==> src/serp_pkg.sv <==
package serp_pkg;

    localparam int CFG_IDX_W  = 3;
    localparam int CFG_DATA_W = 32;

    localparam logic [CFG_IDX_W-1:0] REG_PROGRAM_MODE      = 3'd0;
    localparam logic [CFG_IDX_W-1:0] REG_RETRY_TIMEOUT_MS  = 3'd1;
    localparam logic [CFG_IDX_W-1:0] REG_CHUNK_RETRY_LIMIT = 3'd2;
    localparam logic [CFG_IDX_W-1:0] REG_LINK_FAIL_LIMIT   = 3'd3;
    localparam logic [CFG_IDX_W-1:0] REG_INIT_DATA_LIMIT   = 3'd4;
    localparam logic [CFG_IDX_W-1:0] REG_DRM_FAIL_LIMIT    = 3'd5;
    localparam logic [CFG_IDX_W-1:0] REG_UNSUPPORTED_LIMIT = 3'd6;

    localparam logic [3:0] EV_CHUNK_OK     = 4'd0;
    localparam logic [3:0] EV_PLAYLIST_OK  = 4'd1;
    localparam logic [3:0] EV_CHUNK_ERR    = 4'd2;
    localparam logic [3:0] EV_PLAYLIST_ERR = 4'd3;
    localparam logic [3:0] EV_FORMAT_OK    = 4'd4;
    localparam logic [3:0] EV_FORMAT_BAD   = 4'd5;
    localparam logic [3:0] EV_DRM_OK       = 4'd6;
    localparam logic [3:0] EV_DRM_ERR      = 4'd7;
    localparam logic [3:0] EV_RESET_REC    = 4'd8;

    localparam logic [1:0] MEDIA_INIT   = 2'd3;
    localparam logic [1:0] REC_PLAYLIST = 2'd3;

    localparam logic [1:0] MODE_VOD  = 2'd0;
    localparam logic [1:0] MODE_LIVE = 2'd1;

    localparam logic [3:0] CODE_NONE    = 4'd0;
    localparam logic [3:0] CODE_CONNECT = 4'd1;

    localparam logic [2:0] V_OK      = 3'd0;
    localparam logic [2:0] V_RETRY   = 3'd1;
    localparam logic [2:0] V_CHUNK   = 3'd2;
    localparam logic [2:0] V_LINK    = 3'd3;
    localparam logic [2:0] V_TIMEOUT = 3'd4;

    localparam logic [10:0] WAIT_NONE    = 11'd0;
    localparam logic [10:0] WAIT_CONNECT = 11'd2000;
    localparam logic [10:0] WAIT_OTHER   = 11'd200;

    localparam logic [31:0] DEFAULT_TIMEOUT = 32'(1000 * 60 * 2);

    typedef struct packed {
        logic [3:0]  event_kind;
        logic [1:0]  media_kind;
        logic [3:0]  error_code;
        logic [31:0] now_ms;
    } t_in_req;

    typedef struct packed {
        logic [2:0]  verdict;
        logic [10:0] retry_interval_ms;
    } t_out_req;

    typedef struct packed {
        logic [1:0]  program_mode;
        logic [31:0] retry_timeout_ms;
        logic [7:0]  chunk_retry_limit;
        logic [7:0]  link_fail_limit;
        logic [7:0]  init_data_limit;
        logic [7:0]  drm_fail_limit;
        logic [7:0]  unsupported_limit;
    } t_cfg;

endpackage

==> src/serp_cfg.sv <==
module serp_cfg
    import serp_pkg::*;
(
    input  logic                  i_clk,
    input  logic                  i_rst_n,
    input  logic                  i_cfg_we,
    input  logic [CFG_IDX_W-1:0]  i_cfg_index,
    input  logic [CFG_DATA_W-1:0] i_cfg_data,
    output t_cfg                  o_cfg
);

    t_cfg r_cfg;
    t_cfg n_cfg;

    always_comb begin
        n_cfg = r_cfg;
        if (i_cfg_we) begin
            unique case (i_cfg_index)
                REG_PROGRAM_MODE:      n_cfg.program_mode      = i_cfg_data[1:0];
                REG_RETRY_TIMEOUT_MS:  n_cfg.retry_timeout_ms  = i_cfg_data[31:0];
                REG_CHUNK_RETRY_LIMIT: n_cfg.chunk_retry_limit = i_cfg_data[7:0];
                REG_LINK_FAIL_LIMIT:   n_cfg.link_fail_limit   = i_cfg_data[7:0];
                REG_INIT_DATA_LIMIT:   n_cfg.init_data_limit   = i_cfg_data[7:0];
                REG_DRM_FAIL_LIMIT:    n_cfg.drm_fail_limit    = i_cfg_data[7:0];
                REG_UNSUPPORTED_LIMIT: n_cfg.unsupported_limit = i_cfg_data[7:0];
                default:               n_cfg = r_cfg;
            endcase
        end
    end

    always_ff @(posedge i_clk) begin
        if (!i_rst_n) begin
            r_cfg.program_mode      <= MODE_VOD;
            r_cfg.retry_timeout_ms  <= DEFAULT_TIMEOUT;
            r_cfg.chunk_retry_limit <= 8'd3;
            r_cfg.link_fail_limit   <= 8'd10;
            r_cfg.init_data_limit   <= 8'd3;
            r_cfg.drm_fail_limit    <= 8'd3;
            r_cfg.unsupported_limit <= 8'd3;
        end else begin
            r_cfg <= n_cfg;
        end
    end

    assign o_cfg = r_cfg;

endmodule

==> src/serp_core.sv <==
module serp_core
    import serp_pkg::*;
#(
    parameter int COUNT_BITS = 8,
    parameter int TIME_BITS  = 32
) (
    input  logic     i_clk,
    input  logic     i_rst_n,
    input  logic     i_fire,
    input  t_in_req  i_item,
    input  t_cfg     i_cfg,
    output t_out_req o_result
);

    localparam int LW = (COUNT_BITS > 8) ? COUNT_BITS : 8;
    localparam int NW = (TIME_BITS > 32) ? TIME_BITS : 32;
    localparam logic [COUNT_BITS-1:0] CNT_MAX = '1;
    localparam logic [COUNT_BITS-1:0] CNT_ONE = COUNT_BITS'(1);

    logic [COUNT_BITS-1:0] r_retry [4];
    logic [COUNT_BITS-1:0] r_failed [4];
    logic [3:0]            r_prev [4];
    logic [TIME_BITS-1:0]  r_start [4];
    logic [3:0]            r_start_vld;
    logic [COUNT_BITS-1:0] r_init_cnt;
    logic [COUNT_BITS-1:0] r_drm_cnt;
    logic [COUNT_BITS-1:0] r_unsup_cnt;

    logic [COUNT_BITS-1:0] n_retry [4];
    logic [COUNT_BITS-1:0] n_failed [4];
    logic [3:0]            n_prev [4];
    logic [TIME_BITS-1:0]  n_start [4];
    logic [3:0]            n_start_vld;
    logic [COUNT_BITS-1:0] n_init_cnt;
    logic [COUNT_BITS-1:0] n_drm_cnt;
    logic [COUNT_BITS-1:0] n_unsup_cnt;

    logic [1:0]            rec_idx;
    logic [3:0]            e_code;
    logic [NW-1:0]         now_ext;
    logic [TIME_BITS-1:0]  now_t;
    logic [COUNT_BITS-1:0] rc;
    logic [COUNT_BITS-1:0] fc;
    logic [COUNT_BITS-1:0] rc_inc;
    logic [COUNT_BITS-1:0] fc_inc;
    logic [COUNT_BITS-1:0] init_inc;
    logic [COUNT_BITS-1:0] drm_inc;
    logic [COUNT_BITS-1:0] unsup_inc;
    logic                  chunk_fail;
    logic                  new_run;
    logic [TIME_BITS-1:0]  t_start;
    logic [TIME_BITS-1:0]  elapsed;
    logic                  timeout;

    logic                  e_write;
    logic [COUNT_BITS-1:0] e_rc;
    logic [COUNT_BITS-1:0] e_fc;
    logic [TIME_BITS-1:0]  e_st;
    logic [2:0]            e_v;
    logic [10:0]           e_wait;
    t_out_req              res;

    assign rec_idx = (i_item.event_kind == EV_PLAYLIST_ERR) ? REC_PLAYLIST : i_item.media_kind;
    assign e_code  = (i_item.event_kind == EV_PLAYLIST_ERR) ? CODE_NONE : i_item.error_code;
    assign now_ext = NW'(i_item.now_ms);
    assign now_t   = now_ext[TIME_BITS-1:0];

    assign rc        = r_retry[rec_idx];
    assign fc        = r_failed[rec_idx];
    assign rc_inc    = (rc == CNT_MAX) ? rc : rc + CNT_ONE;
    assign fc_inc    = (fc == CNT_MAX) ? fc : fc + CNT_ONE;
    assign init_inc  = (r_init_cnt == CNT_MAX) ? r_init_cnt : r_init_cnt + CNT_ONE;
    assign drm_inc   = (r_drm_cnt == CNT_MAX) ? r_drm_cnt : r_drm_cnt + CNT_ONE;
    assign unsup_inc = (r_unsup_cnt == CNT_MAX) ? r_unsup_cnt : r_unsup_cnt + CNT_ONE;

    assign chunk_fail = LW'(rc_inc) >= LW'(i_cfg.chunk_retry_limit);
    assign new_run    = r_prev[rec_idx] != e_code;

    // On-demand restarts the clock whenever the error code changes; live starts it once per run.
    assign t_start = (i_cfg.program_mode == MODE_VOD)
                   ? (new_run ? now_t : r_start[rec_idx])
                   : (r_start_vld[rec_idx] ? r_start[rec_idx] : now_t);
    assign elapsed = now_t - t_start;
    assign timeout = NW'(elapsed) >= NW'(i_cfg.retry_timeout_ms);

    always_comb begin
        e_write = 1'b0;
        e_rc    = rc;
        e_fc    = fc;
        e_st    = t_start;
        e_v     = V_OK;
        if (i_cfg.program_mode == MODE_VOD) begin
            e_write = 1'b1;
            if (e_code == CODE_CONNECT) begin
                e_rc = rc_inc;
                e_v  = timeout ? V_TIMEOUT : V_RETRY;
            end else begin
                e_rc = chunk_fail ? '0 : rc_inc;
                e_fc = chunk_fail ? fc_inc : fc;
                e_v  = chunk_fail ? V_CHUNK : V_RETRY;
                if (LW'(e_fc) >= LW'(i_cfg.link_fail_limit)) begin
                    e_fc = COUNT_BITS'(i_cfg.link_fail_limit);
                    e_v  = V_LINK;
                end
            end
        end else if (i_cfg.program_mode == MODE_LIVE) begin
            e_write = 1'b1;
            e_rc    = chunk_fail ? '0 : rc_inc;
            e_fc    = chunk_fail ? fc_inc : fc;
            e_v     = timeout ? V_TIMEOUT : (chunk_fail ? V_CHUNK : V_RETRY);
        end
        if (e_v != V_RETRY || e_code == CODE_NONE) begin
            e_wait = WAIT_NONE;
        end else if (e_code == CODE_CONNECT) begin
            e_wait = WAIT_CONNECT;
        end else begin
            e_wait = WAIT_OTHER;
        end
    end

    always_comb begin
        n_retry     = r_retry;
        n_failed    = r_failed;
        n_prev      = r_prev;
        n_start     = r_start;
        n_start_vld = r_start_vld;
        n_init_cnt  = r_init_cnt;
        n_drm_cnt   = r_drm_cnt;
        n_unsup_cnt = r_unsup_cnt;
        res         = '0;
        unique case (i_item.event_kind)
            EV_CHUNK_OK: begin
                if (i_item.media_kind == MEDIA_INIT) begin
                    n_init_cnt = '0;
                end else begin
                    n_retry[rec_idx]     = '0;
                    n_failed[rec_idx]    = '0;
                    n_prev[rec_idx]      = CODE_NONE;
                    n_start[rec_idx]     = '0;
                    n_start_vld[rec_idx] = 1'b0;
                end
            end
            EV_PLAYLIST_OK: begin
                n_retry[REC_PLAYLIST]     = '0;
                n_failed[REC_PLAYLIST]    = '0;
                n_prev[REC_PLAYLIST]      = CODE_NONE;
                n_start[REC_PLAYLIST]     = '0;
                n_start_vld[REC_PLAYLIST] = 1'b0;
            end
            EV_CHUNK_ERR, EV_PLAYLIST_ERR: begin
                if (i_item.event_kind == EV_CHUNK_ERR && i_item.media_kind == MEDIA_INIT) begin
                    n_init_cnt = init_inc;
                    res.verdict = (LW'(init_inc) > LW'(i_cfg.init_data_limit)) ? V_LINK : V_RETRY;
                end else begin
                    if (e_write) begin
                        n_retry[rec_idx]     = e_rc;
                        n_failed[rec_idx]    = e_fc;
                        n_start[rec_idx]     = e_st;
                        n_start_vld[rec_idx] = r_start_vld[rec_idx] | new_run
                                             | (i_cfg.program_mode == MODE_LIVE);
                        if (i_cfg.program_mode == MODE_VOD) begin
                            n_prev[rec_idx] = e_code;
                        end
                    end
                    res.verdict           = e_v;
                    res.retry_interval_ms = e_wait;
                end
            end
            EV_FORMAT_OK: begin
                n_unsup_cnt = '0;
            end
            EV_FORMAT_BAD: begin
                n_unsup_cnt = unsup_inc;
                res.verdict = (LW'(unsup_inc) >= LW'(i_cfg.unsupported_limit)) ? V_LINK : V_CHUNK;
            end
            EV_DRM_OK: begin
                n_drm_cnt = '0;
            end
            EV_DRM_ERR: begin
                n_drm_cnt = drm_inc;
                if (LW'(drm_inc) >= LW'(i_cfg.drm_fail_limit)) begin
                    res.verdict = V_LINK;
                end else begin
                    res.verdict           = V_RETRY;
                    res.retry_interval_ms = WAIT_OTHER;
                end
            end
            EV_RESET_REC: begin
                for (int i = 0; i < 4; i++) begin
                    n_retry[i]     = '0;
                    n_failed[i]    = '0;
                    n_prev[i]      = CODE_NONE;
                    n_start[i]     = '0;
                    n_start_vld[i] = 1'b0;
                end
            end
            default: begin
                res = '0;
            end
        endcase
    end

    always_ff @(posedge i_clk) begin
        if (!i_rst_n) begin
            for (int i = 0; i < 4; i++) begin
                r_retry[i]  <= '0;
                r_failed[i] <= '0;
                r_prev[i]   <= CODE_NONE;
                r_start[i]  <= '0;
            end
            r_start_vld <= '0;
            r_init_cnt  <= '0;
            r_drm_cnt   <= '0;
            r_unsup_cnt <= '0;
        end else if (i_fire) begin
            r_retry     <= n_retry;
            r_failed    <= n_failed;
            r_prev      <= n_prev;
            r_start     <= n_start;
            r_start_vld <= n_start_vld;
            r_init_cnt  <= n_init_cnt;
            r_drm_cnt   <= n_drm_cnt;
            r_unsup_cnt <= n_unsup_cnt;
        end
    end

    assign o_result = res;

endmodule

==> src/stream_error_retry_policy.sv <==
// Stream error retry policy.
// The input channel (i_in_valid, o_in_stall, i_in_data) carries one download
// event per request: its kind, media, error code and the current time in ms.
// The output channel (o_out_valid, i_out_stall, o_out_data) returns exactly one
// verdict and retry interval for every request, in order.
// A request in the input register is evaluated against the policy records when
// it fires, and its result is registered in the output register at that edge.
// While the output is not stalled, one request is accepted per cycle; the
// per-record update is combinational between the input and result registers.
// While the receiver stalls, the result is held and one more request can still
// be taken into the input register; after that, o_in_stall goes high.
// The configuration port writes one register per cycle with i_cfg_we; the user
// must use it only while no request is in flight; the block does not enforce it.
// Reset clears both valid flags, all tolerance records and counters, and loads
// the register defaults; o_in_stall is high while reset is asserted.
module stream_error_retry_policy
    import serp_pkg::*;
#(
    parameter int COUNT_BITS = 8,
    parameter int TIME_BITS  = 32
) (
    input  logic                  i_clk,
    input  logic                  i_rst_n,
    input  logic                  i_in_valid,
    output logic                  o_in_stall,
    input  t_in_req               i_in_data,
    output logic                  o_out_valid,
    input  logic                  i_out_stall,
    output t_out_req              o_out_data,
    input  logic                  i_cfg_we,
    input  logic [CFG_IDX_W-1:0]  i_cfg_index,
    input  logic [CFG_DATA_W-1:0] i_cfg_data
);

    logic     r_in_valid;
    t_in_req  r_in_data;
    logic     r_out_valid;
    t_out_req r_out_data;
    logic     in_accept;
    logic     fire;
    t_cfg     cfg;
    t_out_req result;

    assign fire       = r_in_valid && (!r_out_valid || !i_out_stall);
    assign o_in_stall = !i_rst_n || (r_in_valid && !fire);
    assign in_accept  = i_in_valid && !o_in_stall;

    serp_cfg u_cfg (
        .i_clk       (i_clk),
        .i_rst_n     (i_rst_n),
        .i_cfg_we    (i_cfg_we),
        .i_cfg_index (i_cfg_index),
        .i_cfg_data  (i_cfg_data),
        .o_cfg       (cfg)
    );

    serp_core #(
        .COUNT_BITS (COUNT_BITS),
        .TIME_BITS  (TIME_BITS)
    ) u_core (
        .i_clk    (i_clk),
        .i_rst_n  (i_rst_n),
        .i_fire   (fire),
        .i_item   (r_in_data),
        .i_cfg    (cfg),
        .o_result (result)
    );

    always_ff @(posedge i_clk) begin
        if (!i_rst_n) begin
            r_in_valid  <= 1'b0;
            r_out_valid <= 1'b0;
        end else begin
            if (in_accept) begin
                r_in_valid <= 1'b1;
            end else if (fire) begin
                r_in_valid <= 1'b0;
            end
            if (fire) begin
                r_out_valid <= 1'b1;
            end else if (!i_out_stall) begin
                r_out_valid <= 1'b0;
            end
        end
    end

    always_ff @(posedge i_clk) begin
        if (in_accept) begin
            r_in_data <= i_in_data;
        end
        if (fire) begin
            r_out_data <= result;
        end
    end

    assign o_out_valid = r_out_valid;
    assign o_out_data  = r_out_data;

endmodule

==> config.mk <==
export PLATFORM = sky130hd
export DESIGN_NAME = stream_error_retry_policy
export DESIGN_NICKNAME = d
export VERILOG_FILES = /design/src/serp_pkg.sv /design/src/serp_cfg.sv /design/src/serp_core.sv /design/src/stream_error_retry_policy.sv
export SDC_FILE = /design/constraint.sdc
export NUM_CORES = 1
export LEC_CHECK = 0
export BUFFER_PORTS_ARGS = -buffer_cell sky130_fd_sc_hd__buf_2
export CAP_MARGIN = 10
export CORE_AREA = 4 4 217 219
export DETAILED_ROUTE_END_ITERATION = 10
export DIE_AREA = 0 0 221 223
export GPL_ROUTABILITY_DRIVEN = 0
export PLACE_DENSITY = 0.57
export SLEW_MARGIN = 20
export SYNTH_ARGS = -nofsm -noshare
export SYNTH_HDL_FRONTEND = slang
export SYNTH_SLANG_ARGS = --single-unit
export TNS_END_PERCENT = 5
==> constraint.sdc <==
create_clock -name i_clk -period 8.38 [get_ports i_clk]
set_input_delay 0.419 -clock i_clk [delete_from_list [all_inputs] [get_ports i_clk]]
set_output_delay 0.419 -clock i_clk [all_outputs]
set_load 0.02 [all_outputs]
==> summary.txt <==
Worst relative slew slack: 33.0%
Filler cells: 4,354
Post-Synthesis Cells: 2,205
Async S/R FF share, synth: 0%
Vias in the first global route: 16.5k
Clk sinks: 360
Sw Ratio: 26.6%
First-pass GRT wire length: 91,300 microns
Max Cap Viol: 0
Comb power frac: 13.7%
Minimum clock period: 7.88 ns
FF/Latch Area: 7690 sq um
Lkg Pwr: 8.38 nW
Core Area: 45,100 sq um
Largest family of logic cells by synthesized area: compound AO/OA/AOI/OAI gates
Post-synthesis xor/xnor area fraction: 2.46%
Setup crit end kind: flip-flop
Layout Utilization: 48.0%
Seq/Total Area, Yosys: 40.8%
RSZ-0062 raised after global routing: no
Largest net degree at the start of global routing: 100
Slew Limit Fails: 0
Dominant synthesized flop cell: dfxtp_1
Clk_lat worst skew: 0.59 ns
Routed Antenna Nets: 0
Root buffer cell: clkbuf_16
Syn. warnings: 0
Status: finished clean
Setup TNS: 0 ns
CTS clock-pin slew for the worst setup and hold paths: 0.06 ns
VDD IR-drop max: 0.000154 V
Compound-Gate Fraction of Synth Area: 22.0%
Layout area overhead: 14.9%
Clock Skew: 0.0191 ns
Number of flops mapped to enable cells by yosys: 48
Final Hold Viols: 0
Rows: 78
Critical path required time: 8.69 ns
Clock network power share: 45.5%
Netlist cell types: 88
Simple-gate share of the synthesized area: 19.0%
WL final: 58,500 microns
Placed Cells: 2,814
R2r worst-path depth: 26
CTS tree: done
CP max-delay cell: a2111oi_0
Psw: 1.17 mW
Post-Synth Adder-Cell Area: 7.28%
Via Count: 16.6k
Die area: 49,300 sq um
Mux contribution to synthesized area: 3.55%
CTS Buf Count: 42
Worst-margin pin slew: 1.00 ns
Vias/cell: 5.67
Achievable Freq: 127 MHz
Top Ports: 98
DRC viols: 0
Slowest stage delay, CP: 0.71 ns
Final #Nets: 2,480
Starting Density: 41.8%
Cell Area, Synth: 18,800 sq um
Type of origin of the critical path: flip-flop
Final setup vio count: 0
Ant diodes: 0
Average size of a mapped cell: 8.54 sq um
Tcrit/Tclk final: 94.0%
Synth Register Bits: 360
Worst hold slack: 0.0358 ns
Multi-input gate area: 10,300 sq um
Non-Filler Instances: 2,923
Post-route cell area: 21,600 sq um
CTS max path bufs: 3
GRT Total Usage: 22.9%
Worst path arrival time: 8.20 ns
Hold path depth: 1
1st-iter DRT viols: 1,255
Overall power: 4.39 mW
Hold crit path type: input pin to flip-flop
Die X: 221 microns
Die height: 223 microns
Post-route worst setup slack: 0.499 ns
Share of cells above drive strength 1: 11.1%
H-tree Lvls: 2
First drt pass iteration count: 5
DP Area: 19,800 sq um
Post-Place Worst Slack: 0.267 ns
DR WL/cell: 20.0 microns
Initial antenna violation count: 0
Total gr overflow: 0
Max FO, Critical Path: 13
Port bufs: 93
Setup CP Type: flip-flop to flip-flop
Sequential share of power: 40.8%
Int Power: 3.22 mW
Power density over the cells: 203 nW/um^2
Post-CTS setup buffers: 0
Detailed Place HPWL: 39,500 microns
cell type report:
type | count | area share [%]
timing repair buffer | 156 | 4.77
inverter | 102 | 1.77
multi-input combinational | 1627 | 47.5
clock buffer | 55 | 5.33
tap | 600 | 3.47
sequential | 360 | 35.5
clock inverter | 23 | 1.62
registers in the layout (all words and copies together), names as in the netlist, 4 cells and up:
signal / cells
o_out_data: 6
r_in_data: 42
u_cfg.o_cfg: 74
u_core.r_drm_cnt: 8
u_core.r_failed: 32
u_core.r_init_cnt: 8
u_core.r_prev: 16
u_core.r_retry: 32
u_core.r_start: 128
u_core.r_start_vld: 4
u_core.r_unsup_cnt: 8
critical path: cells and delay by family, from the launching register on:
kind / cells / cell delay (ns)
AOI/OAI and AO/OA: 9 / 2.69
xor gates and xnor gates: 1 / 0.18
adders and majority gates: 3 / 0.82
buffers and inverters: 2 / 0.35
DFF: 1 / 0.51
muxes: 3 / 0.65
and+or+nand+nor: 8 / 2.43
cell usage after synthesis, types with 17 or more instances:
cell / number / area (sq um)
nand2b_1: 25 / 156
ha_1: 108 / 1350
nand4_1: 17 / 106
a22o_1: 21 / 184
o21a_1: 21 / 158
nor3_1: 68 / 340
clkbuf_1: 92 / 345
o211ai_1: 20 / 150
nor2b_1: 31 / 194
o22ai_1: 36 / 225
xor2_1: 18 / 158
nand2_1: 340 / 1280
o21ai_1: 73 / 365
mux2i_1: 46 / 460
a21boi_0: 73 / 548
xnor2_1: 35 / 307
nand3_1: 45 / 225
dfxtp_1: 312 / 6250
inv_1: 100 / 375
nor4_1: 18 / 113
edfxtp_1: 48 / 1440
o21ai_0: 136 / 681
nor2_1: 159 / 597
a21oi_1: 101 / 505
a21o_1: 29 / 218
path summary, 6_finish.rpt:
check	end	slack (ns)	start
max	o_out_data[7]	0.50	r_in_data[41]
min	r_in_data[29]	0.04	i_in_data[29]
max reg2reg	o_out_data[7]	0.50	r_in_data[41]
min reg2reg	u_core.r_start[47]	0.45	u_core.r_start[47]
timing repair:
action                                  CTS  global route
hold buffers                             31             0
endpoints found under the setup margin    0             5
hold endpoints to repair                 31             0
resized for setup                         0             5
cell usage in the layout, fill, tap and decap left out, drive strengths merged, types with 19 or more instances in the layout:
| cell type | count |
|---|---|
| a21o | 29 |
| dfxtp | 312 |
| dlygate4sd3 | 31 |
| o21a | 21 |
| a2111oi | 19 |
| nand3 | 47 |
| nor2 | 159 |
| clkbuf | 55 |
| o22ai | 36 |
| inv | 102 |
| o21ai | 209 |
| nand2b | 25 |
| a21oi | 102 |
| buf | 125 |
| nor3 | 71 |
| nor4 | 20 |
| ha | 108 |
| a21boi | 73 |
| xnor2 | 35 |
| o211ai | 21 |
| nand2 | 340 |
| edfxtp | 48 |
| mux2i | 54 |
| a22o | 21 |
| nor2b | 31 |
metal layers:
layer	share of wire [%]	vias to the layer above	track usage (%)
li1	-	7995	-
met1	43	7944	28.2
met2	48	501	39.9
met3	5.4	138	3.45
met4	4.0	0	9.78
met5	0	-	0
power by group through the flow:
stage	Sequential, mW	Clock, mW	Combinational (mW)
finish	1.79	2.00	0.604
global route	1.79	2.10	0.662
CTS	1.79	2.04	0.598
detailed placement	1.83	0	0.582
global placement	1.83	0	0.575
floorplan	1.82	0	0.402
cells by family (layout without fill, tap and decap cells):
| group | count (synthesis) | count (layout) |
|---|---|---|
| and+or+nand+nor | 776 | 776 |
| AOI/OAI and AO/OA | 623 | 623 |
| DFF | 360 | 360 |
| buffers and inverters | 221 | 336 |
| adders and majority gates | 109 | 109 |
| muxes | 62 | 62 |
| xor gates and xnor gates | 53 | 53 |
| other | 1 | 4 |
(Power assumes the default switching activity.)
